--- config.mk ---
export PLATFORM = sky130hd
export DESIGN_NAME = zpcf_cell
export DESIGN_NICKNAME = d
export VERILOG_FILES = /design/src/design/zpcf_pkg.sv /design/src/design/zpcf_cell.sv
export SDC_FILE = /design/constraint.sdc
export NUM_CORES = 2
export LEC_CHECK = 0
export ABC_AREA = 1
export BUFFER_PORTS_ARGS = -buffer_cell sky130_fd_sc_hd__clkbuf_2
export CORE_ASPECT_RATIO = 2
export CORE_MARGIN = 1
export CORE_UTILIZATION = 65
export DETAILED_ROUTE_END_ITERATION = 16
export HOLD_SLACK_MARGIN = 0.15
export PLACE_DENSITY = 0.91
export SYNTH_ARGS = -nofsm -noshare
export SYNTH_HDL_FRONTEND = slang
export SYNTH_SLANG_ARGS = --single-unit
--- constraint.sdc ---
create_clock -name clk -period 9.85 [get_ports clk]
set_input_delay 0.4925 -clock clk [delete_from_list [all_inputs] [get_ports clk]]
set_output_delay 0.4925 -clock clk [all_outputs]
set_load 0.05 [all_outputs]
--- src/design/zpcf_pkg.sv ---
// Shared types, constants and helpers of the zero-padded 2D correlation filter.
// No dependencies; every other design file imports this package.
package zpcf_pkg;

    // Sizes of the filter
    localparam int MAX_KERNEL  = 15;
    localparam int MAX_WIDTH   = 1024;
    localparam int MAX_HEIGHT  = 1024;
    localparam int CHANNELS    = 3;
    localparam int COEF_COUNT  = MAX_KERNEL * MAX_KERNEL;

    // Field widths
    localparam int KDIM_W      = 4;
    localparam int DIM_W       = 11;
    localparam int COL_W       = 10;
    localparam int ROW_W       = 11;
    localparam int COEF_W      = 18;
    localparam int PIX_W       = 8;
    localparam int PIXEL_W     = PIX_W * CHANNELS;
    localparam int OUT_W       = 24;
    localparam int OUT_ROW_W   = 10;
    localparam int IN_DATA_W   = 56;
    localparam int OUT_DATA_W  = 96;
    localparam int CFG_W       = 11;
    localparam int CFG_IDX_W   = 2;

    // Line store: one bank of MAX_WIDTH words per kernel row
    localparam int LINE_DEPTH  = MAX_KERNEL * MAX_WIDTH;
    localparam int LINE_ADDR_W = $clog2(LINE_DEPTH);

    // Arithmetic widths: 8u x 18s product, sum over one kernel row, sum over all rows
    localparam int PROD_W      = PIX_W + 1 + COEF_W;
    localparam int PS_W        = PROD_W + 4;
    localparam int ACC_W       = PS_W + 5;

    // Reciprocal of 15 for an 8-bit coefficient index: (idx * 137) >> 11
    localparam int RECIP_15    = 137;
    localparam int RECIP_SHIFT = 11;

    // Request kinds
    typedef enum logic [1:0] {
        OP_LOAD  = 2'd0,
        OP_PIXEL = 2'd1,
        OP_PAD   = 2'd2,
        OP_NONE  = 2'd3
    } op_t;

    // Register indexes
    localparam logic [CFG_IDX_W-1:0] REG_KERNEL_ROWS  = 2'd0;
    localparam logic [CFG_IDX_W-1:0] REG_KERNEL_COLS  = 2'd1;
    localparam logic [CFG_IDX_W-1:0] REG_IMAGE_WIDTH  = 2'd2;
    localparam logic [CFG_IDX_W-1:0] REG_IMAGE_HEIGHT = 2'd3;

    // Sequencer states
    typedef enum logic [1:0] {
        ST_IDLE,
        ST_FEED,
        ST_WAIT,
        ST_OUT
    } state_t;

    // Coefficient write broadcast to the cells
    typedef struct packed {
        logic                     we;
        logic [KDIM_W-1:0]        row;
        logic [KDIM_W-1:0]        col;
        logic signed [COEF_W-1:0] value;
    } coef_wr_t;

    // One window sample broadcast to the cells, with its kernel row
    typedef struct packed {
        logic [KDIM_W-1:0]  row;
        logic [PIXEL_W-1:0] pix;
    } tap_t;

    typedef logic [CHANNELS-1:0][PS_W-1:0] psum_vec_t;

    // Round to nearest (ties up) from Q.16 to Q.8 and saturate to 24 bits
    function automatic logic [OUT_W-1:0] round_sat(input logic signed [ACC_W-1:0] s);
        localparam logic signed [ACC_W-9:0] Q_HI = (ACC_W-8)'(8388607);
        localparam logic signed [ACC_W-9:0] Q_LO = -(ACC_W-8)'(8388608);
        logic signed [ACC_W-1:0] v;
        logic signed [ACC_W-9:0] q;
        v = s + ACC_W'(128);
        q = v[ACC_W-1:8];
        if (q > Q_HI)
            return OUT_W'(Q_HI);
        else if (q < Q_LO)
            return OUT_W'(Q_LO);
        else
            return q[OUT_W-1:0];
    endfunction

endpackage

--- src/design/zpcf_cell.sv ---
// One multiply-accumulate cell of the transposed correlation chain.
// Holds one kernel column of coefficients. Depends on zpcf_pkg.
module zpcf_cell
    import zpcf_pkg::*;
(
    input  logic              clk,
    input  logic [KDIM_W-1:0] col_id,
    input  logic [KDIM_W-1:0] kernel_cols,
    input  coef_wr_t          coef_wr,
    input  tap_t              tap,
    input  psum_vec_t         ps_in,
    output psum_vec_t         ps_out
);

    logic signed [COEF_W-1:0] coef_reg [MAX_KERNEL];
    psum_vec_t                ps_reg;
    psum_vec_t                ps_next;
    logic                     active;

    // Store this column's coefficients, one per kernel row
    always_ff @(posedge clk)
    begin
        if (coef_wr.we && coef_wr.col == col_id)
        begin
            coef_reg[coef_wr.row] <= coef_wr.value;
        end
    end

    // Columns beyond the kernel width add nothing
    assign active = (col_id < kernel_cols);

    // Add this cell's product to the partial sum from the left neighbor
    always_comb
    begin
        logic signed [COEF_W-1:0] coef_sel;
        logic signed [PROD_W-1:0] prod;
        coef_sel = coef_reg[tap.row];
        ps_next  = ps_in;
        for (int ch = 0; ch < CHANNELS; ch++)
        begin
            prod = $signed({1'b0, tap.pix[ch*PIX_W +: PIX_W]}) * coef_sel;
            if (active)
            begin
                ps_next[ch] = PS_W'($signed(ps_in[ch]) + PS_W'(prod));
            end
        end
    end

    // Hand the partial sum to the right neighbor
    always_ff @(posedge clk)
    begin
        ps_reg <= ps_next;
    end

    assign ps_out = ps_reg;

endmodule

# Word level (Yosys, flattened, before mapping)
# Memory sizes are Yosys's and may differ from the RTL's.
# Index checks and enable logic that the tools add are counted.
# totals
reg_bits	93
ram_bits	270
inputBits	157
word_cells	18
memories	1
# mem_list
name	depth	width	read_ports	rd_ports_with_merged_regs	write_ports	line_no	text
coef_reg	15	18	1	0	1	zpcf_cell.sv:15	logic signed [COEF_W-1:0] coef_reg [MAX_KERNEL];
# classes
add_sub_neg	3
multipliers	3
order_cmp	1
eq_ne	1
muxes	5
n_reduce_logical	1
# ops
cell	n
31-bit by 27-bit adder with 31-bit output	3
31-bit 2-to-1 mux	3
9-bit by 18-bit multiplier with 27-bit output	3
4-bit == test	1
4-bit less-than comparator	1
1-bit 2-to-1 mux	2
1-bit logical AND	1

# Depth between registers and ports, before layout
# depth
depth_word	4
mapped_depth	34
ltp_nobuf	31

# Least setup slack after synthesis
# OpenSTA, ideal clock, no wires.
# synth_timing
path_kind	input -> register
start	input tap[24] in the netlist's numbering
end	register ps_reg, in the netlist ps_out[61]
setup_time_ns	0.113
arrival_ns	5.566
t_required_ns	9.737
path_slack_ns	4.171
stages	32
n_path_buf	3
cell_sequence	buf_6 inv_6 buf_2 nor2_1 o221ai_1 o211ai_1 nand2_2 buf_4 nand2_1 fa_1 inv_1 fa_1 inv_1 fa_1 inv_1 fa_1 inv_1 fa_1 inv_1 ha_1 nand2_1 inv_1 nand2_1 nand2_1 nand2_1 nand2_1 a21oi_1 nand2_1 nand2_1 nand2_1 nand2_1 nand2_1
# synth_rtl
element	line_no	text
start: declaration	zpcf_cell.sv:10	input tap_t tap,
end signal: assignment	zpcf_cell.sv:52	ps_reg <= ps_next;
end: declaration	zpcf_cell.sv:16	psum_vec_t ps_reg;

==> out/results.ini <==
[grt]
met1_usage_pct = 36.0
busiest_layer = met2
use_met3_pct = 7.50
antenna_found_initial = 4
grt_pass1_wl_mm = 151
grt_overflow = 0
grt_usage_pct = 37.3
grtUsageMet2_pct = 66.9
grt_max_degree = 127
grt_pass1_vias = 30000

[timing]
fmax_ghz = 0.141
hold_ws_ns = 0.154
slew_violations = 0
relSlewSlack_pct = 38.5
setup_tns_ns = 0
finalSetupViolCount = 0
hold_violations = 0
period_minus_slack_ns = 7.09
max_slew.worst_pin.slew_ns = 0.922
rsz0062_at_grt = false
finalCritPeriodShare_pct = 72.0
skew_ns = 0.0425

[routing]
via_count = 28800
ant_nets = 0
wire_per_inst_um = 19.4
dr.pass1.iters = 6
drc = 0
drt_iter0_markers = 2522
drt-total-wl_mm = 96.8
routed_via_density = 5.76

[logic_synthesis]
synth-compound-area-share_pct = 6.14
synth_fp_nets = 4892
ys_seq_elements = 363
synthTopCellsByArea = fa_1 25%, edfxtp_1 24%, nand2_1 10%
synth_top_area_share_pct = 24.9
synth.mux.area_fraction_pct = 0
synth_area_mm2 = 0.0344
synth-simple-area-share_pct = 19.1
ys_types = 38
yosys_warnings = 0
synthAdderAreaFrac_pct = 32.2
synth_xor_area_share_pct = 0.966
synth_area_leader_cell = fa_1
synth_area_per_cell_um2 = 8.39
synth_top_family_by_area = adder cells
yosysSeqAreaShare_pct = 28.9
synthCells = 4105

[floorplanning]
start_util_pct = 65.5
boundaryPins = 250
rows = 119
die_x_um = 165
core_area_mm2 = 0.0526
die-height_um = 328
dieArea_mm2 = 0.0540

[worst_setup_path]
r2r-start = coef_reg[12][8]
critPathArrivalTime_ns = 7.52
path_max_fanout = 31
crit_required_ns = 10.28
critPathLaunch = tap[26]
critPathLaunchType = input port
regToRegSetupSlack_ns = 3.37
end_kind = flip-flop
reg2reg_to = ps_out[78]
ff2ff_path_depth = 25
path_class = input port to flip-flop

[clock_tree]
clk_path_buf_depth = 3
cts_tree = done
cts_sinks = 363
cts_buffers = 34
clk_pin_slew_worst_paths_ns = 0.07
cts_resized = 0
clock_latency_ns = 0.59
cts_max_level = 2
cts-root-buf = clkbuf_16

[finish]
fillers = 3915
drive_gt1_share_pct = 9.43
area_growth_pct = 7.98
largest_reg_flops = 270
final_nets = 5088
final_common_cell = nand2_1
final_area_mm2 = 0.0372
final_cell_mix = 942 x nand2_1, 905 x inv_1, 459 x nor2_1
finalNonFillerCells = 4996

[worst_hold_path]
whs_path_depth = 3
worst_hold_startpoint = ps_in[12]
hold_path_end = ps_out[12]
min-delay-path-class = input port to flip-flop

[placed_design]
dpl_cell_area_mm2 = 0.0359
place_inst = 4911
place_hpwl_mm = 74.8
routabilityCongestion = 1.05
io_buffer_count = 249

[job]
drv_cap = 0

[status]
outcome = finished clean

-- worst max-delay path: stages --
cell      delay [ns]
clkbuf_2        0.45
inv_2           0.71
buf_4           0.36
o221ai_1        0.18
o211ai_2        0.09
nand2_2         0.31
inv_2           0.43
nor2_1          0.12
fa_1            0.53
fa_1            0.60
fa_1            0.45
fa_1            0.64
inv_1           0.08
fa_1            0.48
inv_1           0.05
ha_1            0.35
nand2_1         0.12
nor2_1          0.20
inv_1           0.08
o21bai_1        0.25
inv_1           0.10
nand2_1         0.07
nand2_1         0.04
nand3_1         0.10
o21ai_0         0.17
-- worst max path at each step --
| stage | endpoint |
|---|---|
| final | ps_out[78] |
| after global routing | ps_out[78] |
| after CTS | ps_out[87] |
| after detailed placement | ps_out[26] |
| after global placement | ps_out[24] |
| after floorplan | ps_out[61] |
-- final cells by class --
cell class | instances | area (µm²) | area share, %
Timing Repair Buffer | 292 | 1620 | 4.35
Multi-Input combinational cell | 2665 | 20200 | 54.2
Sequential cell | 363 | 9970 | 26.8
Clock inverter | 16 | 156 | 0.420
Tap cell | 665 | 832 | 2.24
Antenna cell | 5 | 12.5 | 0.0336
Clock buffer | 45 | 902 | 2.43
Inverter | 945 | 3550 | 9.55
-- synthesized netlist by cell type --
library cell    n
nor2_2         21
xnor2_1        30
inv_6           1
and2_1          4
xor2_1          8
buf_2          27
o211ai_2       11
nand3_1       144
nand2_2        14
a21boi_0        1
o22ai_1        14
inv_2          25
nor4b_1         1
a21oi_1        96
o21ai_0       147
o21bai_1       13
or2_2           9
buf_6          26
buf_1          11
nor2_1        465
nand2b_1        2
a21o_1          1
nand2_1       943
o21ai_1        21
inv_1         906
clkinv_1       13
ha_1          201
nand3b_1       22
buf_4          20
fa_1          429
o21a_1          5
clkbuf_1       48
o211ai_1       15
nand4_1        12
nor3_1          1
edfxtp_1      270
o221ai_1       35
dfxtp_1        93
-- logic make-up after synthesis --
logic type      Yosys count
buf+inv                1077
compound gates          359
xor+xnor                 38
fa+ha+maj               630
simple gates           1638
flops                   363
-- stage by stage --
| stage | util (%) | setup WS, ns |
|---|---|---|
| 2_1_floorplan | - | 4.17 |
| 3_3_place_gp | 68.4 | 2.48 |
| 3_5_place_dp | 68.4 | 2.31 |
| 4_1_cts | 70.7 | 2.88 |
| 5_1_grt | 70.8 | 2.41 |
| 6_report | 70.8 | 2.76 |
-- timing repair --
item	4_1_cts	5_1_grt
setup buffers	0	0
hold buffers	19	0
setup endpoints to repair	0	0
endpoints found under the hold margin	19	0
-- layer usage --
metal | share of wire, % | up-vias
met5 | 0.010 | -
met4 | 9.1 | 2
met3 | 8.3 | 606
met2 | 52 | 1640
met1 | 30 | 13700
li1 | - | 12900
Power is not shown: default switching activity piles up to over one toggle a cycle in this logic, so the estimate is an artifact.
